--- config.mk ---
export PLATFORM = sky130hd
export DESIGN_NAME = bms_div
export DESIGN_NICKNAME = d
export VERILOG_FILES = /design/src/hdl/bms_pkg.sv /design/src/hdl/bms_div.sv
export SDC_FILE = /design/constraint.sdc
export NUM_CORES = 1
export LEC_CHECK = 0
export ABC_AREA = 1
export BUFFER_PORTS_ARGS = -buffer_cell sky130_fd_sc_hd__buf_4
export CORE_ASPECT_RATIO = 1.1
export CORE_MARGIN = 3
export CORE_UTILIZATION = 57
export CTS_CLUSTER_SIZE = 20
export DETAILED_ROUTE_END_ITERATION = 6
export PLACE_DENSITY = 0.83
export SETUP_SLACK_MARGIN = 0.2
export SLEW_MARGIN = 10
export SYNTH_ARGS = -nofsm -noshare
export SYNTH_HDL_FRONTEND = slang
export SYNTH_SLANG_ARGS = --single-unit
--- constraint.sdc ---
create_clock -name clk -period 7.4 [get_ports clk]
set_input_delay 1.48 -clock clk [delete_from_list [all_inputs] [get_ports clk]]
set_output_delay 1.48 -clock clk [all_outputs]
set_load 0.01 [all_outputs]
--- src/hdl/bms_pkg.sv ---
// bms_pkg: shared constants, request types and helper functions of the bump map shader
`default_nettype none
package bms_pkg;

	localparam int NUM_W  = 44;
	localparam int DEN_W  = 28;
	localparam int QUO_W  = 16;
	localparam int RAD_W  = 50;
	localparam int ROOT_W = 25;

	localparam logic CMD_LOAD  = 1'b0;
	localparam logic CMD_QUERY = 1'b1;

	localparam logic REG_WIDTH  = 1'b0;
	localparam logic REG_HEIGHT = 1'b1;

	localparam logic signed [15:0] L_COMP   = 16'sd9459;
	localparam logic signed [15:0] S_XY     = 16'sd10289;
	localparam logic signed [15:0] S_Z      = 16'sd7532;
	localparam logic signed [19:0] DOT_BIAS = 20'sd9830;
	localparam logic signed [19:0] V_FLAT   = -20'sd528;
	localparam logic [3:0] ATAN_LAST = 4'd13;

	typedef struct packed {
		logic             start;
		logic [NUM_W-1:0] num;
		logic [DEN_W-1:0] den;
	} div_req_t;

	typedef struct packed {
		logic             start;
		logic [RAD_W-1:0] rad;
	} root_req_t;

	function automatic logic signed [17:0] atan_step(input logic [3:0] i);
		logic signed [17:0] r;
		unique case (i)
			4'd0:    r = 18'sd12868;
			4'd1:    r = 18'sd7596;
			4'd2:    r = 18'sd4014;
			4'd3:    r = 18'sd2037;
			4'd4:    r = 18'sd1023;
			4'd5:    r = 18'sd512;
			4'd6:    r = 18'sd256;
			4'd7:    r = 18'sd128;
			4'd8:    r = 18'sd64;
			4'd9:    r = 18'sd32;
			4'd10:   r = 18'sd16;
			4'd11:   r = 18'sd8;
			4'd12:   r = 18'sd4;
			4'd13:   r = 18'sd2;
			default: r = 18'sd0;
		endcase
		return r;
	endfunction

	// divide by 2^14, rounding half away from zero
	function automatic logic signed [47:0] rnd_q14(input logic signed [47:0] a);
		logic [47:0] mag;
		logic [47:0] q;
		mag = a[47] ? 48'(-a) : 48'(a);
		q   = (mag + 48'd8192) >> 14;
		return a[47] ? -$signed(q) : $signed(q);
	endfunction

endpackage
`default_nettype wire

--- src/hdl/bms_div.sv ---
// bms_div: restoring divider, one quotient bit per cycle
`default_nettype none
module bms_div (
	input  wire logic                     clk,
	input  wire logic                     arst_n,
	input  wire bms_pkg::div_req_t        req,
	output logic                          busy,
	output logic                          done,
	output logic [bms_pkg::QUO_W-1:0]     quo
);
	localparam int NW = bms_pkg::NUM_W;
	localparam int DW = bms_pkg::DEN_W;
	localparam int QW = bms_pkg::QUO_W;
	localparam int CW = $clog2(QW);

	logic [DW-1:0] rem_q;
	logic [DW-1:0] den_q;
	logic [QW-1:0] lo_q;
	logic [QW-1:0] quo_q;
	logic [CW-1:0] cnt_q;
	logic          busy_q;
	logic          done_q;
	logic [DW:0]   trial;

	assign trial = {rem_q, lo_q[QW-1]};

	always_ff @(posedge clk or negedge arst_n) begin
		if (!arst_n) begin
			busy_q <= 1'b0;
			done_q <= 1'b0;
			cnt_q  <= '0;
		end else begin
			done_q <= 1'b0;
			if (req.start) begin
				busy_q <= 1'b1;
				cnt_q  <= CW'(QW - 1);
			end else if (busy_q) begin
				cnt_q <= cnt_q - CW'(1);
				if (cnt_q == '0) begin
					busy_q <= 1'b0;
					done_q <= 1'b1;
				end
			end
		end
	end

	always_ff @(posedge clk) begin
		if (req.start) begin
			rem_q <= req.num[NW-1:QW];
			lo_q  <= req.num[QW-1:0];
			den_q <= req.den;
			quo_q <= '0;
		end else if (busy_q) begin
			lo_q <= lo_q << 1;
			if (trial >= {1'b0, den_q}) begin
				rem_q <= DW'(trial - {1'b0, den_q});
				quo_q <= {quo_q[QW-2:0], 1'b1};
			end else begin
				rem_q <= DW'(trial);
				quo_q <= {quo_q[QW-2:0], 1'b0};
			end
		end
	end

	assign busy = busy_q;
	assign done = done_q;
	assign quo  = quo_q;

endmodule
`default_nettype wire

# Yosys cells after proc, flatten, opt, wreduce, memory -nomap -nowiden
# Cells that the tools add are included.
[totals]
register_bits = 94
input_bits = 75
out_inout_bits = 18
elab_cells = 26
[classes]
add_sub_neg = 2
order_cmp = 1
mux = 14
reduce_logical = 2
[ops]
columns = ["cell", "n"]
rows = [
  ["$mux 28", 3],
  ["$mux 16", 2],
  ["$ge 29x28->1", 1],
  ["$sub 28x28->28", 1],
  ["$mux 4", 2],
  ["$mux 1", 7],
  ["$logic_not 4->1", 1],
  ["$sub 4x1->4 const B", 1],
  ["$reduce_bool 2->1", 1],
]

# Depth between registers and ports, before layout
# Gate-level depths: netlist (run 1).
[logic_depth]
word_depth = 4
depth_mapped = 17
mapped_depth_nobuf = 16

# Worst setup path before layout (run 1)
# No wires, ideal clock.
[synth_timing]
path_kind = "in2reg"
from = "input req[72] (netlist bit)"
to = "register lo_q[0], enable pin"
setup_time_ns = 0.426
arrival_ns = 3.206
required_ns = 6.974
slack_ns = 3.768
path_stages = 4
path_buffers = 2
cell_sequence = "buf_6 nor2_1 inv_1 buf_1"
[synth_between]
elab_chain_len = 1
[synth_lines]
columns = ["item", "line", "rtl"]
rows = [
  ["from (decl)", "bms_div.sv:6", "input wire bms_pkg::div_req_t req,"],
  ["$reduce_bool 2->1 (no line)", "--", ""],
  ["to (signal assigned)", "bms_div.sv:50", "lo_q <= req.num[QW-1:0];"],
  ["to (signal assigned)", "bms_div.sv:54", "lo_q <= lo_q << 1;"],
  ["to (decl)", "bms_div.sv:18", "logic [QW-1:0] lo_q;"],
]
# Every way passes these cells.
# A chain may end at the register's enable or synchronous reset.

# Worst setup path after layout (run 1)
[layout_timing]
from = "input req[72] (netlist bit)"
to = "register rem_q[18], enable pin"
[layout_between]
elab_chain_len = 1
[layout_lines]
columns = ["item", "line", "rtl"]
rows = [
  ["$reduce_bool 2->1 (no line)", "--", ""],
  ["to (signal assigned)", "bms_div.sv:49", "rem_q <= req.num[NW-1:QW];"],
  ["to (signal assigned)", "bms_div.sv:56", "rem_q <= DW'(trial - {1'b0, den_q});"],
  ["to (signal assigned)", "bms_div.sv:59", "rem_q <= DW'(trial);"],
  ["to (decl)", "bms_div.sv:16", "logic [DW-1:0] rem_q;"],
]
# Every way passes these cells.

==> results of run 1 <==
==> logic make-up after synthesis <==
group | after synthesis | synth area share (%)
AOI/OAI and AO/OA | 58 | 5.23
buffers and inverters | 161 | 11.0
xor gates and xnor gates | 11 | 1.57
DFF | 94 | 42.8
and+or+nand+nor | 466 | 33.2
adders and majority gates | 30 | 6.22
==> area by class of cell <==
class | instances | area [um^2]
Clock buffer | 12 | 236
Clock inverter | 4 | 30.0
Fill cell | 918 | 3280
Inverter | 144 | 541
Multi-Input combinational cell | 565 | 2840
Sequential cell | 94 | 2630
Tap cell | 143 | 179
Timing Repair Buffer | 94 | 706
==> routing by layer <==
| metal | share of wire (%) | up-vias | wire length, um |
|---|---|---|---|
| met5 | 0 | - | 0 |
| met1 | 45 | 2344 | 6280 |
| met2 | 48 | 131 | 6790 |
| met3 | 4.6 | 22 | 651 |
| met4 | 2.3 | 0 | 318 |
| li1 | - | 2762 | - |
==> cell usage after synthesis, types with 2 or more instances <==
| cell type | number | area share [%] |
|---|---|---|
| ha_1 | 29 | 5.9 |
| nor3_1 | 3 | 0.24 |
| edfxtp_1 | 72 | 35 |
| nor3_2 | 4 | 0.65 |
| buf_1 | 2 | 0.12 |
| a21oi_1 | 18 | 1.5 |
| inv_2 | 4 | 0.24 |
| nor2_2 | 26 | 2.6 |
| o21ai_0 | 10 | 0.81 |
| o22ai_1 | 14 | 1.4 |
| inv_1 | 139 | 8.5 |
| xnor2_1 | 10 | 1.4 |
| nand2_2 | 7 | 0.71 |
| nor2_4 | 2 | 0.37 |
| nand2_1 | 296 | 18 |
| buf_2 | 2 | 0.16 |
| nand3_2 | 2 | 0.33 |
| nor2_1 | 49 | 3.0 |
| dfxtp_1 | 16 | 5.2 |
| a21oi_2 | 2 | 0.28 |
| nand4_1 | 10 | 1.0 |
| o21ai_1 | 11 | 0.89 |
| nand3b_1 | 9 | 1.1 |
| and2_1 | 3 | 0.31 |
| buf_6 | 7 | 1.3 |
| nand3_1 | 50 | 4.1 |
| clkbuf_1 | 5 | 0.31 |
| dfrtp_1 | 6 | 2.4 |
==> per-stage QoR <==
stage                     instance area, um^2  total power, W
after detailed placement                 6900         0.00199
after floorplan                          6150         0.00174
after global placement                   6900         0.00197
final                                    7170         0.00242
after CTS                                7170         0.00243
after global routing                     7170         0.00265
==> state kept, by name, indices dropped and copies added, names as in the netlist <==
| register | count |
|---|---|
| den_q | 28 |
| quo | 16 |
| busy | 1 |
| done | 1 |
| rem_q | 28 |
| lo_q | 16 |
| cnt_q | 4 |
==> power by group through the flow <==
stage	Sequential [W]	Clock [W]	Combinational, W
floorplan	0.000749	0	0.000992
global placement	0.000763	0	0.00121
detailed placement	0.000763	0	0.00123
CTS	0.000755	0.000438	0.00124
global route	0.000766	0.000459	0.00142
finish	0.000755	0.000431	0.00124
==> layout by cell type, fill, tap and decap left out, types with 4 or more instances in the layout <==
cell type,instances
a21oi_1,18
buf_4,94
clkbuf_16,9
dfrtp_1,6
dfxtp_1,16
edfxtp_1,72
ha_1,29
inv_1,138
inv_2,5
nand2_1,296
nand2_2,7
nand3_1,50
nand3b_1,9
nand4_1,10
nor2_1,49
nor2_2,26
nor3_2,4
o21ai_0,10
o21ai_1,11
o22ai_1,14
xnor2_1,10
==> worst max-delay path by stage <==
stage / from / endpoint / slack [ns] / cells past startpoint
final: req[72] / rem_q[18]$_DFFE_PP_ / 4.52 / 4
after global routing: rem_q[21]$_DFFE_PP_ / rem_q[18]$_DFFE_PP_ / 4.37 / 13
after CTS: req[72] / rem_q[8]$_DFFE_PP_ / 4.48 / 4
after detailed placement: req[72] / rem_q[20]$_DFFE_PP_ / 4.13 / 4
after global placement: req[72] / rem_q[18]$_DFFE_PP_ / 4.18 / 4
after floorplan: req[72] / lo_q[0]$_SDFFCE_PN0P_ / 3.77 / 4
==> worst register-to-register path, cell delays in order, from the launching register on <==
cell and delay [ns]:
edfxtp_1 0.41, ha_1 0.42, nand2_1 0.19, inv_1 0.05, nand2_1 0.08, nand2_1 0.07, nand2_1 0.06, nand2_1 0.08
a21oi_2 0.17, nand3_4 0.52, nor2_2 0.29, nor2_2 0.05, nand2_1 0.07, nand2_1 0.05
==> flow_summary.json, run 1 <==
{
  "status": "complete, but fails checks",
  "violations": "DRC",
  "antennaDiodeCount": 0,
  "die_h_um": 115,
  "grt.met2_usage_pct": 41.9,
  "whs_ns": 0.486,
  "fin_ws_ns": 4.52,
  "pwr-share-clk_pct": 17.8,
  "worst_ep_arrival_time_ns": 2.87,
  "layout.cells.non_filler": 1056,
  "fin_skew_ns": 0.0107,
  "finalHoldViolCount": 0,
  "ios": 93,
  "synth_flop_cell": "edfxtp_1",
  "holdBufCountCts": 0,
  "ys_ff_latch": 94,
  "async_reset_ff_share_pct": 6.38,
  "hold_class": "flop to flop",
  "worstReg2RegEnd": "rem_q[18]$_DFFE_PP_",
  "syn2layout_area_growth_pct": 16.5,
  "hp-start": "quo[5]$_SDFFE_PP0P_",
  "gp_congestion": 0.944,
  "holdPathEnd": "quo[6]$_SDFFE_PP0P_",
  "p_leak_nw": 3.63,
  "hpwl_um": 10500,
  "cp_common_cell": "buf_4",
  "dp.cells": 1040,
  "hold_path_depth": 2,
  "grt_antenna_before_repair": 0,
  "switching_power_w": 0.00105,
  "crit_buf_inv": 3,
  "syn_nets": 925,
  "first_pass_iters": 7,
  "numCtsBuffers": 9,
  "drt_wl_total_um": 14000,
  "drive_gt1_share_pct": 17.2,
  "synth_cells": 820,
  "vdd_drop_max_mv": 0.165,
  "io_buffers": 92,
  "clkSlewWorstSetupHoldPaths_ns": 0.07,
  "grt_max_degree": 52,
  "grt.total_usage_pct": 24.3,
  "reg2regPathDepth": 13,
  "crit_chain": "buf_4 > nor2_1 > inv_2 > buf_4",
  "slew_viol_final": 0,
  "avgSynthCellArea_um2": 7.50,
  "grt_use_met3_pct": 4.04,
  "worst_slew_pin_slew_ns": 1.05,
  "drtIter0Drc": 254,
  "cts_setup_buffers": 0,
  "start_kind": "input port",
  "p_comb_share_pct": 51.0,
  "synth_edf_count": 72,
  "htree_levels": 3,
  "met1_usage_pct": 30.4,
  "p_sw_share_pct": 43.3,
  "seqPwrFrac_pct": 31.2,
  "cpPeakStageDelay_ns": 0.54,
  "cp.required_ns": 7.39,
  "grt_busiest_layer": "met2",
  "synth_area_mm2": 0.00615,
  "p_int_w": 0.00137,
  "cts.sinks": 94,
  "fin_crit_sh_pct": 39.0,
  "grt_pass1_vias": 5241,
  "rsz0062_at_grt": "no",
  "grt_pass1_wl_um": 23400,
  "die_w_um": 105,
  "fin_nets": 1013,
  "synth_cell_types": 40,
  "num_rows": 39,
  "setup_violations": 0,
  "worst_r2r_startpoint": "rem_q[22]$_DFFE_PP_",
  "cts_max_path_buffers": 2,
  "cts-resized-gates": 0,
  "fin_tns_setup_ns": 0,
  "r2r_slack_ns": 4.65,
  "fmax_ghz": 0.347,
  "ys_seq_area_share_pct": 42.8,
  "layout_min_cycle_time_ns": 2.88,
  "pre_cts_ws_ns": 4.13,
  "viasPerCell": 4.98,
  "initial_core_util_pct": 58.9,
  "cts_tree": "built",
  "crit_family": "buffers and inverters",
  "drtAntennaViolNets": 0,
  "clock-root-buffer": "clkbuf_16",
  "overflow": 0,
  "drc": 2,
  "crit_path_top_delay_cell": "buf_4",
  "crit_type": "input port to flop",
  "endpoint_kind": "flop",
  "slew_headroom_pct": 29.8,
  "power.density_mw_per_mm2": 338,
  "yosysWarnings": 0,
  "clk_latency_ns": 0.35,
  "num_vias": 5259,
  "max-cap-violations": 0,
  "coreArea_mm2": 0.0104,
  "crit_fanout": 44,
  "wire_per_inst_um": 13.3,
  "fin_util_pct": 68.6,
  "die_area_mm2": 0.0121
}
(Power assumes the default switching activity.)
==> run 2: changes to the inputs <==
==> constraint.sdc (replaced) <==
create_clock -name clk -period 2.89 [get_ports clk]
set_input_delay 0.578 -clock clk [delete_from_list [all_inputs] [get_ports clk]]
set_output_delay 0.578 -clock clk [all_outputs]
set_load 0.01 [all_outputs]
==> flow_summary.json, run 2 (synthesized netlist as in run 1, its figures left out) <==
{
  "status": "finished, final reports clean",
  "worst_ep_arrival_time_ns": 2.49,
  "slew_viol_final": 0,
  "start_kind": "flop",
  "finalHoldViolCount": 0,
  "seqCellArea_mm2": 0.00263,
  "clk_latency_ns": 0.35,
  "cts-resized-gates": 0,
  "first_pass_iters": 7,
  "initial_core_util_pct": 58.9,
  "p_leak_nw": 3.69,
  "cts_setup_buffers": 0,
  "layout_min_cycle_time_ns": 2.38,
  "cp_common_cell": "nand2_1",
  "drt_wl_total_um": 14500,
  "reg2regPathDepth": 13,
  "clock-root-buffer": "clkbuf_16",
  "hpwl_um": 11300,
  "crit_fanout": 4,
  "crit_type": "flop to flop",
  "holdBufCountCts": 0,
  "endpoint_kind": "flop",
  "fin_nets": 1021,
  "reg_top3": "den_q: 28 flops, rem_q: 28 flops",
  "cts_max_path_buffers": 2,
  "fin_crit_sh_pct": 82.4,
  "fill_cells": 935,
  "die_h_um": 115,
  "drc": 0,
  "gp_congestion": 0.949,
  "htree_levels": 3,
  "cts.sinks": 94,
  "io_buffers": 92,
  "drive_gt1_share_pct": 18.1,
  "max-cap-violations": 0,
  "multi_input_area_mm2": 0.00284,
  "crit_chain": "inv_1 > ha_1 > inv_1 > fa_1 > nand2_1 > nand3_1 > nand3_1 > nand3_1 > nand2_1 > a21oi_1 > nand3b_1 > nand2_1 > nand2_1",
  "grt_antenna_before_repair": 0,
  "setup_violations": 0,
  "wire_per_inst_um": 13.6,
  "rsz0062_at_grt": "no",
  "fin_skew_ns": 0.00463,
  "grt_pass1_vias": 5204,
  "crit_buf_inv": 2,
  "cp.required_ns": 3.00,
  "final_cell_mix": "nand2_1 (296), inv_1 (138), buf_4 (100)",
  "crit_path_top_delay_cell": "fa_1",
  "hold_class": "input port to asynchronous set/reset pin",
  "num_rows": 39,
  "die_w_um": 105,
  "fmax_ghz": 0.420,
  "vdd_drop_max_mv": 0.491,
  "power.density_mw_per_mm2": 882,
  "grt.total_usage_pct": 24.9,
  "coreArea_mm2": 0.0104,
  "cpPeakStageDelay_ns": 0.42,
  "final_common_cell": "nand2_1",
  "antennaDiodeCount": 0,
  "ios": 93,
  "worstReg2RegEnd": "rem_q[16]$_DFFE_PP_",
  "clkSlewWorstSetupHoldPaths_ns": 0.07,
  "drtAntennaViolNets": 0,
  "grt_pass1_wl_um": 24000,
  "drtIter0Drc": 357,
  "overflow": 0,
  "die_area_mm2": 0.0121,
  "cts_tree": "built",
  "worst_slew_pin_slew_ns": 0.401,
  "grt_max_degree": 35,
  "layout.cells.non_filler": 1064,
  "num_vias": 5339,
  "numCtsBuffers": 9,
  "fin_tns_setup_ns": 0,
  "r2r_slack_ns": 0.51,
  "crit_family": "simple AND/OR/NAND/NOR gates",
  "syn2layout_area_growth_pct": 18.3,
  "slew_headroom_pct": 73.3,
  "worst_r2r_startpoint": "lo_q[15]$_DFFE_PP_",
  "viasPerCell": 5.02,
  "dp.cells": 1046
}
==> run 2: worst reg2reg max path, cell delays in order, from the launching register on <==
cell and delay, ns:
edfxtp_1 0.39, inv_1 0.07, ha_1 0.16, inv_1 0.07, fa_1 0.42, nand2_1 0.11
nand3_1 0.10, nand3_1 0.09, nand3_1 0.20, nand2_1 0.19, a21oi_1 0.08, nand3b_1 0.15
nand2_1 0.06, nand2_1 0.05
==> run 2: report_power, final <==
group	total (W)	switching [W]	internal, W
sequential	0.00193	0.000149	0.00178
clock	0.00118	0.000518	0.000663
combinational	0.00331	0.00207	0.00125
==> run 2: worst max path at each step <==
stage / depth (start not counted) / slack, ns / start / endpoint
6_report: 13 / 0.51 / lo_q[15]$_DFFE_PP_ / rem_q[16]$_DFFE_PP_
5_1_grt: 13 / 0.28 / lo_q[15]$_DFFE_PP_ / rem_q[16]$_DFFE_PP_
4_1_cts: 12 / 0.33 / rem_q[18]$_DFFE_PP_ / rem_q[27]$_DFFE_PP_
3_5_place_dp: 12 / 0.36 / rem_q[18]$_DFFE_PP_ / rem_q[27]$_DFFE_PP_
3_3_place_gp: 12 / 0.36 / rem_q[18]$_DFFE_PP_ / rem_q[26]$_DFFE_PP_
2_1_floorplan: 4 / 0.28 / req[72] / lo_q[0]$_SDFFCE_PN0P_
==> run 2: final cells by class <==
cell class,count,area share (%)
Multi-Input combinational cell,565,39.1
Sequential cell,94,36.2
Timing Repair Buffer,102,10.9
Inverter,144,7.43
Clock buffer,12,3.68
Tap cell,143,2.46
Clock inverter,4,0.361
==> run 2: metrics by stage <==
step | hold slack, ns | utilization [%] | setup slack (ns) | area (um^2) | total power (W)
global route | 0.0165 | 69.7 | 0.279 | 7280 | 0.00698
floorplan | 0.282 | - | 0.282 | 6160 | 0.00446
detailed placement | 0.388 | 66.6 | 0.358 | 6960 | 0.00518
finish | 0.0219 | 69.7 | 0.507 | 7280 | 0.00642
CTS | 0.0165 | 69.4 | 0.327 | 7250 | 0.00637
global placement | 0.389 | 66.6 | 0.364 | 6960 | 0.00512
==> run 2: layer usage <==
| metal | vias up | global-route usage [%] | wire, um |
|---|---|---|---|
| met2 | 167 | 43.0 | 6880 |
| li1 | 2779 | - | - |
| met1 | 2365 | 31.5 | 6270 |
| met4 | 0 | 7.96 | 333 |
| met3 | 28 | 5.39 | 971 |
| met5 | - | 0 | 0 |
