File: config.mk
export PLATFORM = sky130hd
export DESIGN_NAME = bms_root
export DESIGN_NICKNAME = d
export VERILOG_FILES = /design/src/hdl/bms_pkg.sv /design/src/hdl/bms_root.sv
export SDC_FILE = /design/constraint.sdc
export NUM_CORES = 1
export LEC_CHECK = 0
export BUFFER_PORTS_ARGS = -buffer_cell sky130_fd_sc_hd__buf_2
export CAP_MARGIN = 25
export CORE_MARGIN = 3
export CORE_UTILIZATION = 50
export DETAILED_ROUTE_END_ITERATION = 10
export PLACE_DENSITY_LB_ADDON = 0.05
export SYNTH_ARGS = -nofsm -noshare
export SYNTH_HDL_FRONTEND = slang
export SYNTH_SLANG_ARGS = --single-unit
File: constraint.sdc
create_clock -name clk -period 5.05 [get_ports clk]
set_clock_uncertainty 0.05 [all_clocks]
set_input_delay 0 -clock clk [delete_from_list [all_inputs] [get_ports clk]]
set_output_delay 0 -clock clk [all_outputs]
set_load 0.05 [all_outputs]
File: src/hdl/bms_pkg.sv
// bms_pkg: shared constants, request types and helper functions of the bump map shader
`default_nettype none
package bms_pkg;

	localparam int NUM_W  = 44;
	localparam int DEN_W  = 28;
	localparam int QUO_W  = 16;
	localparam int RAD_W  = 50;
	localparam int ROOT_W = 25;

	localparam logic CMD_LOAD  = 1'b0;
	localparam logic CMD_QUERY = 1'b1;

	localparam logic REG_WIDTH  = 1'b0;
	localparam logic REG_HEIGHT = 1'b1;

	localparam logic signed [15:0] L_COMP   = 16'sd9459;
	localparam logic signed [15:0] S_XY     = 16'sd10289;
	localparam logic signed [15:0] S_Z      = 16'sd7532;
	localparam logic signed [19:0] DOT_BIAS = 20'sd9830;
	localparam logic signed [19:0] V_FLAT   = -20'sd528;
	localparam logic [3:0] ATAN_LAST = 4'd13;

	typedef struct packed {
		logic             start;
		logic [NUM_W-1:0] num;
		logic [DEN_W-1:0] den;
	} div_req_t;

	typedef struct packed {
		logic             start;
		logic [RAD_W-1:0] rad;
	} root_req_t;

	function automatic logic signed [17:0] atan_step(input logic [3:0] i);
		logic signed [17:0] r;
		unique case (i)
			4'd0:    r = 18'sd12868;
			4'd1:    r = 18'sd7596;
			4'd2:    r = 18'sd4014;
			4'd3:    r = 18'sd2037;
			4'd4:    r = 18'sd1023;
			4'd5:    r = 18'sd512;
			4'd6:    r = 18'sd256;
			4'd7:    r = 18'sd128;
			4'd8:    r = 18'sd64;
			4'd9:    r = 18'sd32;
			4'd10:   r = 18'sd16;
			4'd11:   r = 18'sd8;
			4'd12:   r = 18'sd4;
			4'd13:   r = 18'sd2;
			default: r = 18'sd0;
		endcase
		return r;
	endfunction

	// divide by 2^14, rounding half away from zero
	function automatic logic signed [47:0] rnd_q14(input logic signed [47:0] a);
		logic [47:0] mag;
		logic [47:0] q;
		mag = a[47] ? 48'(-a) : 48'(a);
		q   = (mag + 48'd8192) >> 14;
		return a[47] ? -$signed(q) : $signed(q);
	endfunction

endpackage
`default_nettype wire

File: src/hdl/bms_root.sv
// bms_root: iterative integer square root, one result bit per cycle
`default_nettype none
module bms_root (
	input  wire logic                      clk,
	input  wire logic                      arst_n,
	input  wire bms_pkg::root_req_t        req,
	output logic                           done,
	output logic [bms_pkg::ROOT_W-1:0]     root
);
	localparam int RW = bms_pkg::ROOT_W;
	localparam int VW = bms_pkg::RAD_W;
	localparam int MW = RW + 2;
	localparam int CW = $clog2(RW);

	logic [MW-1:0] rem_q;
	logic [RW-1:0] root_q;
	logic [VW-1:0] rad_q;
	logic [CW-1:0] cnt_q;
	logic          busy_q;
	logic          done_q;
	logic [MW+1:0] r2;
	logic [MW+1:0] trial;

	always_comb begin
		r2    = {rem_q, rad_q[VW-1 -: 2]};
		trial = (MW+2)'({root_q, 2'b01});
	end

	always_ff @(posedge clk or negedge arst_n) begin
		if (!arst_n) begin
			busy_q <= 1'b0;
			done_q <= 1'b0;
			cnt_q  <= '0;
		end else begin
			done_q <= 1'b0;
			if (req.start) begin
				busy_q <= 1'b1;
				cnt_q  <= CW'(RW - 1);
			end else if (busy_q) begin
				cnt_q <= cnt_q - CW'(1);
				if (cnt_q == '0) begin
					busy_q <= 1'b0;
					done_q <= 1'b1;
				end
			end
		end
	end

	always_ff @(posedge clk) begin
		if (req.start) begin
			rem_q  <= '0;
			root_q <= '0;
			rad_q  <= req.rad;
		end else if (busy_q) begin
			rad_q <= rad_q << 2;
			if (r2 >= trial) begin
				rem_q  <= MW'(r2 - trial);
				root_q <= {root_q[RW-2:0], 1'b1};
			end else begin
				rem_q  <= MW'(r2);
				root_q <= {root_q[RW-2:0], 1'b0};
			end
		end
	end

	assign done = done_q;
	assign root = root_q;

endmodule
`default_nettype wire

# Word-level counts from Yosys, hierarchy flattened
# Index checks and enable logic that the tools add are counted.
# classes
muxes,12
n_addsub,2
order_cmp,1
n_reduce_logical,2
# ops
cell,n
2-to-1 mux 50 bit,2
greater-or-equal comparator 29 x 27 -> 1 bit,1
2-to-1 mux 27 bit,1
subtractor 27 bit,1
2-to-1 mux 5 bit,2
2-to-1 mux 1 bit,7
logical NOT 5 bit,1
"subtractor 5 x 1 -> 5 bit, second input constant",1
nonzero test 2 bit,1
# totals
reg_bits,109
wordCells,23

# Depth between registers and ports, before layout
# Gate-level depths: netlist of run 1.
# depth
depth_word,4
mapped_depth,14
ltp_nobuf,10

# Least setup slack after synthesis of run 1
# No wires, ideal clock.
# synth_path
path_kind,reg-to-reg
start,reg root_q[8] (netlist: root[8])
end,reg rem_q[1]
path_buffers,3
required_ns,4.868
arrival_time_ns,2.865
path_stages_with_launch,14
setup_slack_ns,2.003
path_cell_list,dfxtp_1 > inv_1 > ha_1 > a21oi_1 > nand2_1 > o21ai_0 > o31ai_4 > and4_1 > buf_6 > or2_1 > buf_6 > buf_6 > o211ai_1 > a21oi_1
# synth_via
elab_chain_len,2
# synth_lines
item,line,source
from (decl),bms_root.sv:16,logic [RW-1:0] root_q;
from (signal assigned),bms_root.sv:58,"root_q <= {root_q[RW-2:0], 1'b1};"
from (signal assigned),bms_root.sv:61,"root_q <= {root_q[RW-2:0], 1'b0};"
greater-or-equal comparator 29 x 27 -> 1 bit,bms_root.sv:56,if (r2 >= trial) begin
2-to-1 mux 27 bit,bms_root.sv:56,
to (signal assigned),bms_root.sv:57,rem_q <= MW'(r2 - trial);
to (signal assigned),bms_root.sv:60,rem_q <= MW'(r2);
to (decl),bms_root.sv:15,logic [MW-1:0] rem_q;
# No other way between the ends.
# A chain may end at the register's enable or synchronous reset.

# Worst setup path in the final report of run 1
# layout_path
start,reg root_q[0] (netlist: root[0])
end,reg rem_q[13]
# layout_via
elab_chain_len,2
# layout_lines
item,line
subtractor 27 bit / greater-or-equal comparator 29 x 27 -> 1 bit (equally long branches),"bms_root.sv:57, bms_root.sv:56"
2-to-1 mux 27 bit (*),bms_root.sv:56
# Mark *: on every way between the ends. The rest lies on a longest branch, timed or not.

==> results.md, run 1 <==
- The post-detailed-routing wire length is roughly 13 mm.
- The startpoint type of the worst setup path is a flop.
- After detailed routing, the average wire length per cell comes to 15.5 um.
- The total standard cell area after synthesis is 6050 um2.
- After synthesis, the largest area contributor takes up 24.8% of total cell area.
- The post-route fraction of the period consumed by the critical path is 69.1%.
- Counting every sink on the clock net gives 109.
- The maximum ir drop on the vdd rail is about 0.00034 V.
- TritonCTS built the clock tree.
- The fraction of layout instances using a drive strength above 1 is 22.8%.
- The first global-routing pass estimated 22.7 mm of wire.
- The most used flip-flop cell after synthesis is sky130_fd_sc_hd__dfxtp_1.
- The commonest cells after synthesis are sky130_fd_sc_hd__nor2_1 (61), sky130_fd_sc_hd__dfxtp_1 (52), sky130_fd_sc_hd__nand2_1 (52).
- The number of antenna violations at the first check in global routing was 0.
- Post-CTS repair changed the size of 0 cells.
- The leakage power is 3.24 nW.
- The final route contains 4712 vias.
- The final count of pins violating max slew was 0.
- The number of I/O pins is 79.
- The H-tree level count is 3.
- The count of nets left with antenna violations once routing finished came out at 0.
- The synthesized instance count is 594.
- The hold path startpoint is req[34].
- STA classifies the critical path endpoint as a flop.
- The number of design-rule violations left by the first detailed-router iteration is roughly 210.
- Dividing total power by cell area gives a power density of 521 nW/um2.
- The number of nets in the layout is slightly below 800.
- For this run, design rule violations remaining after detail routing come to 0.
- During synthesis, Yosys emitted a total of 0 warnings.
- The post-synthesis sequential element count is 109.
- Across every metal layer, demand over resource in global routing totals 21.2%.
- The number of hold violations in the final report was 0.
- The total setup violations reported at the end of the flow is 0.
- The clock edge transition at the registers on the reported setup and hold paths is roughly 0.08 ns.
- The via count of the first global-routing pass was 4807.
- The total power is 0.00383 W.
- The mean number of vias per cell is 5.49.
- The deepest clock path buffer count is 2.
- The data required time at the worst endpoint is 5.27 ns.
- The die footprint is 13500 um2.
- The critical path is of the flop to flop type.
- The count of cell types in the netlist is 60.
- In this run the worst path has a maximum fanout of 24.
- The starting density of the core is 52.1%.
- The post-synthesis net count is 676.
- The total clock buffers created by CTS is 9.
- The final-layout fill cell count is around 1000.
- The max-cap check violation count is 0.
- Among all cell types in the netlist, the one instantiated most often is sky130_fd_sc_hd__nor2_1.
- The number of port buffers is 78.
- The flow ran to the end, and the final reports show no timing, DRC or antenna violations.
- The number of setup buffers added after CTS is 0.
- Entering global routing, the biggest net connects 73 pins.
- The total area inside the core boundary comes to 11600 um2.
- The floorplan step set the die height to 116 um.
- The antenna cell count is 0.
- The final critical delay including setup and external delays is approximately 3.5 ns.
- Based on the critical path, the design can be clocked at up to ~290 MHz.
- The pre-antenna-repair detailed-routing pass consisted of 4 iterations.
- For this run, asynchronously set or reset flops after synthesis account for approximately 6.4%.
- The share of the yosys chip area belonging to registers is 44.9%.
- The beginning of the worst register-to-register path is root[0]$_SDFFE_PP0P_.
- The count of hold buffers inserted by post-cts repair is 53.
- The most area-hungry cell type in the Yosys netlist is sky130_fd_sc_hd__edfxtp_1.
- In the post-synthesis netlist, the biggest area contributors are sky130_fd_sc_hd__edfxtp_1 (25%), sky130_fd_sc_hd__dfxtp_1 (17%), sky130_fd_sc_hd__mux2_2 (8.9%).
- Each instance of the synthesized netlist takes up on average 10.2 um2.
- The placer congestion estimate is around 0.89.
- Counting flops with a built-in enable in the synthesized netlist gives 50.
- The total negative setup slack is 0 ns.
- In this run the worst hold path is classified as primary input to flop.
- Clock latency on the worst-skew pair, taken at its later pin, is 0.36 ns.
- The detailed-placement wirelength estimate is approximately 8.7 mm.
- Compared with the post-synthesis result, the final layout area differs by 21.5%.
- The origin of the worst setup path is root[0]$_SDFFE_PP0P_.
- The die extent in x is 116 um.
- The CTS root buffer is sky130_fd_sc_hd__clkbuf_16.
- The actual slew at the worst max-slew pin is 0.947 ns.
- The number of rows created at floorplan is 39.
- The total overflow reported by the global router is 0.
- The data arrival time of the critical path is 3.71 ns.
- The max-slew headroom at the worst pin is a little under two fifths.
- Setup repair after global routing left no endpoint under its margin.
cells in the final DEF, fill, tap and decap left out, types with 6 or more instances in the layout:
cell type / netlist / layout
sky130_fd_sc_hd__mux2i_1: 27 / 27
sky130_fd_sc_hd__dfxtp_1: 52 / 52
sky130_fd_sc_hd__dlygate4sd3_1: 0 / 53
sky130_fd_sc_hd__dfrtp_1: 7 / 6
sky130_fd_sc_hd__a21oi_1: 29 / 29
sky130_fd_sc_hd__and3_1: 7 / 7
sky130_fd_sc_hd__o21ai_0: 25 / 25
sky130_fd_sc_hd__buf_2: 4 / 77
sky130_fd_sc_hd__a311oi_1: 9 / 9
sky130_fd_sc_hd__ha_1: 29 / 29
sky130_fd_sc_hd__edfxtp_1: 50 / 50
sky130_fd_sc_hd__nor2_1: 61 / 61
sky130_fd_sc_hd__xor2_1: 9 / 9
sky130_fd_sc_hd__mux2_2: 48 / 48
sky130_fd_sc_hd__a311oi_2: 6 / 6
sky130_fd_sc_hd__a211oi_1: 7 / 7
sky130_fd_sc_hd__xnor2_1: 16 / 16
sky130_fd_sc_hd__clkbuf_16: 0 / 10
sky130_fd_sc_hd__a21o_1: 13 / 13
sky130_fd_sc_hd__nand2_1: 52 / 52
sky130_fd_sc_hd__inv_1: 40 / 39
worst max-delay path: stages (launching register included):
cell                       delay (ns)
sky130_fd_sc_hd__dfxtp_1         0.38
sky130_fd_sc_hd__inv_1           0.06
sky130_fd_sc_hd__ha_1            0.34
sky130_fd_sc_hd__o21ai_1         0.13
sky130_fd_sc_hd__a22oi_2         0.34
sky130_fd_sc_hd__nor4bb_4        0.11
sky130_fd_sc_hd__o31ai_4         0.32
sky130_fd_sc_hd__and4_1          0.38
sky130_fd_sc_hd__or2_1           0.78
sky130_fd_sc_hd__o21ai_0         0.24
sky130_fd_sc_hd__a211oi_1        0.26
sequential cells by signal (all words and copies together), names as in the netlist:
| signal | cells |
|---|---|
| rad_q | 50 |
| busy_q | 1 |
| done | 1 |
| cnt_q | 5 |
| rem_q | 27 |
| root | 25 |
report_power, final:
group | switching [W] | internal, W | leakage [nW]
registers | 0.0000983 | 0.00108 | 1.04
logic | 0.00108 | 0.000871 | 2.06
clock network | 0.000336 | 0.000373 | 0.144
final cells by class:
cell class                 instances  area (um2)  share of cell area [%]
clock inverter                     4        37.5                   0.510
multi-input combinational        414        3030                    41.3
tap                              143         179                    2.43
sequential                       109        2720                    37.0
inverter                          41         154                    2.09
timing repair buffer             135         973                    13.2
clock buffer                      12         258                    3.50
through the flow:
step / worst slack [ns] / instances / instance area (um2) / hold WS [ns] / utilization, %
after global placement: 1.68 / 787 / 6490 / -0.213 / 55.9
after floorplan: 2.00 / 594 / 6050 / -0.346 / -
after CTS: 1.52 / 856 / 7320 / 0.397 / 63.0
final: 1.56 / 858 / 7350 / 0.420 / 63.3
after global routing: 1.22 / 858 / 7350 / 0.415 / 63.3
after detailed placement: 1.56 / 787 / 6490 / -0.208 / 55.9
path summary, 6_finish.rpt:
| kind | to | slack, ns | cells past startpoint |
|---|---|---|---|
| setup reg to reg | rem_q[13]$_SDFFE_PP0P_ | 1.56 | 10 |
| min in group asynchronous | cnt_q[1]$_DFFE_PN0P_ | 0.54 | 3 |
| hold reg to reg | rem_q[17]$_SDFFE_PP0P_ | 0.45 | 2 |
| hold / removal | rad_q[34]$_DFFE_PP_ | 0.42 | 3 |
| max in group asynchronous | busy_q$_DFF_PN0_ | 4.14 | 3 |
| setup / recovery | rem_q[13]$_SDFFE_PP0P_ | 1.56 | 10 |
logic make-up after synthesis:
logic type | Yosys count | share of synthesized area, %
AOI/OAI and AO/OA | 126 | 14.9
xor gates and xnor gates | 25 | 3.62
adders and majority gates | 29 | 5.99
buffers and inverters | 71 | 4.98
DFF | 109 | 44.9
muxes | 75 | 13.4
and+or+nand+nor | 159 | 12.3
layer usage:
layer  GRT usage (%)  part of all wire [%]  up-vias
met1            26.1                    45     2242
met4            7.58                   1.9        0
li1                -                     -     2365
met2            35.6                    49       86
met5               0                     0        -
met3            6.01                   3.9       19
Note: power is estimated with default switching activity, not from simulation.
==> run 2: changes to the inputs <==
- clock period: 5.05 -> 3.35 ns (I/O delays scaled with it)
==> run 2 against run 1 <==
Compared with the run above:
- sequential cell count unchanged
- final cell count up 0.82%
- register-to-register slack lost 1.2 ns
- worst setup slack worse by 1.2 ns
- global-route usage rose by 0.16 points
- sequential power is 50% higher
- largest power group unchanged
==> results.md, run 2 (synthesis gave the netlist of run 1 again) <==
- The detailed-placement wirelength estimate is 9.09 mm (+4.5%).
- The peak clock frequency supported by timing is 336 MHz (+17%).
- The worst register-to-register path ends at rem_q[13]$_SDFFE_PP0P_.
- The pin count of the biggest net entering global routing came to 73 (unchanged).
- For this design, the slowest cell found on the critical path is sky130_fd_sc_hd__ha_1.
- The hold path startpoint is req[1].
- The data arrival time of the critical path was 3.12 ns (-0.59 ns).
- The dominant delay contributor by cell family on the critical path is simple AND/OR/NAND/NOR gates.
- The final count of pins violating max slew is 0 (unchanged).
- The worst register-to-register path begins at root[18]$_SDFFE_PP0P_.
- The share of total power consumed by net switching is 38.8% (-0.61 points).
- The power density normalized to cell area is 810 nW/um2 (+55%).
- The kind of capture point of the worst setup path is a flop.
- The leakage power is 3.28 nW (+1.2%).
- The number of port buffers was 78 (unchanged).
- The via count of the first global-routing pass is 4752 (-1.1%).
- The share of power burned in registers is 29.4% (-1.3 points).
- The CTS root buffer is sky130_fd_sc_hd__clkbuf_16.
- The net switching power came to 0.00233 W (+54%).
- Counting flops per register, the top entry is rad_q.
- Leaving out fill and tap cells, the most frequent cells in the layout are sky130_fd_sc_hd__buf_2 (77), sky130_fd_sc_hd__nor2_1 (61), sky130_fd_sc_hd__dlygate4sd3_1 (53), sky130_fd_sc_hd__nand2_1 (52), sky130_fd_sc_hd__dfxtp_1 (52).
- The placer congestion estimate came to 0.890 (-0.25%).
- The critical path class is flop to flop.
- From synthesis to final layout, the design area changed by 22.7%.
- The core area came to 11600 um2 (unchanged).
- The flip-flop count of the largest register, all copies and words added is 50 (unchanged).
- The die footprint was 13500 um2 (unchanged).
- The logic depth of the worst register-to-register path was 11 (+1).
- The startpoint type of the worst setup path is a flop.
- The H-tree level count is 3 (unchanged).
- The starting density of the core is 52.1% (unchanged).
- The die extent in y was 116 um (unchanged).
- The die extent in x came to 116 um (unchanged).
- The power share of the clock group is 19.4% (+0.9 points).
- The deepest clock path buffer count is 2 (unchanged).
- The internal power component is 0.00368 W (+58%).
- The number of cells in the finished layout apart from fillers is 865 (+0.82%).
- The final critical delay including setup and external delays is 2.98 ns (-0.513 ns).
- The number of iterations in the first detailed-routing pass is 4 (unchanged).
- The clock insertion delay at the later pin of the skew report came to 0.35 ns (about the same).
- The worst-path maximum fanout came to 18 (-25%).
- The post-route fraction of the period consumed by the critical path is 88.9% (+20 points).
- The fraction of layout instances using a drive strength above 1 is 23.5% (+0.75 points).
- By instance count, the cell type seen most on the critical path is sky130_fd_sc_hd__o21ai_0.
- The reg2reg setup slack was 0.37 ns (-1.19 ns).
- Setup repair after global routing left no endpoint under its margin.
- The actual slew at the worst max-slew pin came to 0.906 ns (-0.0411 ns).
- The longest individual stage delay on the worst path is 0.40 ns (-0.38 ns).
- The total setup violations reported at the end of the flow is 0 (unchanged).
- The worst min-delay path category is primary input to flop.
- The number of hold violations in the final report is 0 (unchanged).
- The number of nets still failing antenna checks after routing came to 0 (unchanged).
- The mean routed wirelength per cell is 15.7 um (+0.86%).
- The post-detailed-routing wire length is 13.6 mm (+1.7%).
- The number of rows created at floorplan is 39 (unchanged).
- The antenna cell count is 0 (unchanged).
- TritonCTS built the clock tree.
- The mean number of vias per cell came to 5.48 (-0.20%).
- The count of cell instances traversed by the critical path was 11 (+1).
- The number of design-rule violations left by the first detailed-router iteration is 265 (+24%).
- The buffer and inverter count on the worst path is 2 (+1).
- The proportion of power drawn by combinational gates is 51.2% (+0.4 points).
- The total clock buffers created by CTS is 9 (unchanged).
- The number of vias in the routed layout came to 4741 (+0.62%).
- The residual DRC count is 0 (unchanged).
- The global-route usage over all layers is 21.3% (+0.16 points).
- The max-slew headroom at the worst pin is 39.6% (+2.7 points).
- Walking the worst path, the cells encountered are inv_1 > ha_1 > a21oi_1 > o21ai_0 > nor3_1 > o31ai_4 > and4_1 > or2_1 > buf_12 > o21ai_0 > a211oi_1.
- The final-layout fill cell count is 941 (-4.8%).
- The total negative setup slack was 0 ns (unchanged).
- The maximum ir drop on the vdd rail was 0.000418 V (+23%).
- The number of sinks handled by clock tree synthesis is 109 (unchanged).
- The max-cap check violation count is 0 (unchanged).
- The wire length of the first global-routing pass is 23.0 mm (+1.4%).
- The number of I/O pins came to 79 (unchanged).
- The origin of the worst setup path is root[18]$_SDFFE_PP0P_.
- The number of antenna violations at the first check in global routing is 0 (unchanged).
- The endpoint of the worst setup timing path is rem_q[13]$_SDFFE_PP0P_.
- The number of nets in the layout is 799 (+0.88%).
- The library cell used most frequently in the layout, excluding fill and tap cells, is sky130_fd_sc_hd__buf_2.
- The post-cts resize count came to 0 (unchanged).
- The clock edge transition at the registers on the reported setup and hold paths is 0.07 ns (about the same).
- The flow ran to the end, and the final reports show no timing, DRC or antenna violations.
- The cell count after placement is 796 (+1.1%).
- The total overflow reported by the global router is 0 (unchanged).
- The data required time at the worst endpoint is 3.49 ns (-1.78 ns).
-- run 2: cell types whose count changed in the layout (fill, tap and decap cells not counted), sizes merged --
cell      before  now
clkinvlp       0    1
clkbuf        12    9
bufinv         0    2
buf           82   89
-- run 2: routing by layer --
layer / vias to the layer above / part of all wire [%] / wire length [um] / GRT usage, %
met5: - / 0 / 0 / 0
met4: 0 / 1.8 / 239 / 7.58
met3: 17 / 4.5 / 608 / 3.86
met2: 104 / 49 / 6600 / 35.9
met1: 2237 / 45 / 6110 / 27.6
li1: 2383 / - / - / -
-- run 2: repair_timing --
| action | CTS | global route |
|---|---|---|
| hold endpoints to repair | 70 | 0 |
| hold buffers | 53 | 0 |
| buffers inserted | 0 | 0 |
-- run 2: area by class of cell --
cell class	count	area, um2	area share, %
multi-input cells	414	3030	40.9
inverters	41	154	2.07
repair buffers	142	1020	13.7
clock inverters	7	95.1	1.28
clock buffers	9	225	3.03
well taps	143	179	2.41
flip-flops and latches	109	2720	36.6
-- run 2: tightest hold or removal path: stages --
cell and delay, ns:
sky130_fd_sc_hd__dlygate4sd3_1 0.52, sky130_fd_sc_hd__buf_2 0.09, sky130_fd_sc_hd__and2_1 0.11
-- run 2: how the worst min path moves through the flow --
stage / to / cells past startpoint
2_1_floorplan: busy_q$_DFF_PN0_ / 0
3_3_place_gp: done$_DFF_PN0_ / 1
3_5_place_dp: done$_DFF_PN0_ / 1
4_1_cts: rad_q[1]$_SDFFCE_PN0P_ / 3
5_1_grt: rad_q[1]$_SDFFCE_PN0P_ / 3
6_report: rad_q[1]$_SDFFCE_PN0P_ / 3
-- run 2: power by group through the flow --
| stage | registers, W | clock network (W) | logic [W] |
|---|---|---|---|
| after floorplan | 0.00180 | 0 | 0.00234 |
| after global placement | 0.00179 | 0 | 0.00295 |
| after detailed placement | 0.00180 | 0 | 0.00298 |
| after CTS | 0.00177 | 0.00118 | 0.00306 |
| after global routing | 0.00180 | 0.00124 | 0.00342 |
| final | 0.00177 | 0.00116 | 0.00308 |
-- run 2: metrics by stage --
step / hold WS, ns / worst slack [ns] / instance area, um2 / utilization [%] / power (W)
finish: 0.419 / 0.372 / 7420 / 63.9 / 0.00601
detailed placement: -0.209 / 0.381 / 6570 / 56.6 / 0.00477
CTS: 0.412 / 0.357 / 7420 / 63.9 / 0.00601
global route: 0.419 / 0.0568 / 7420 / 63.9 / 0.00646
global placement: -0.212 / 0.397 / 6570 / 56.6 / 0.00475
floorplan: -0.346 / 0.303 / 6050 / - / 0.00414
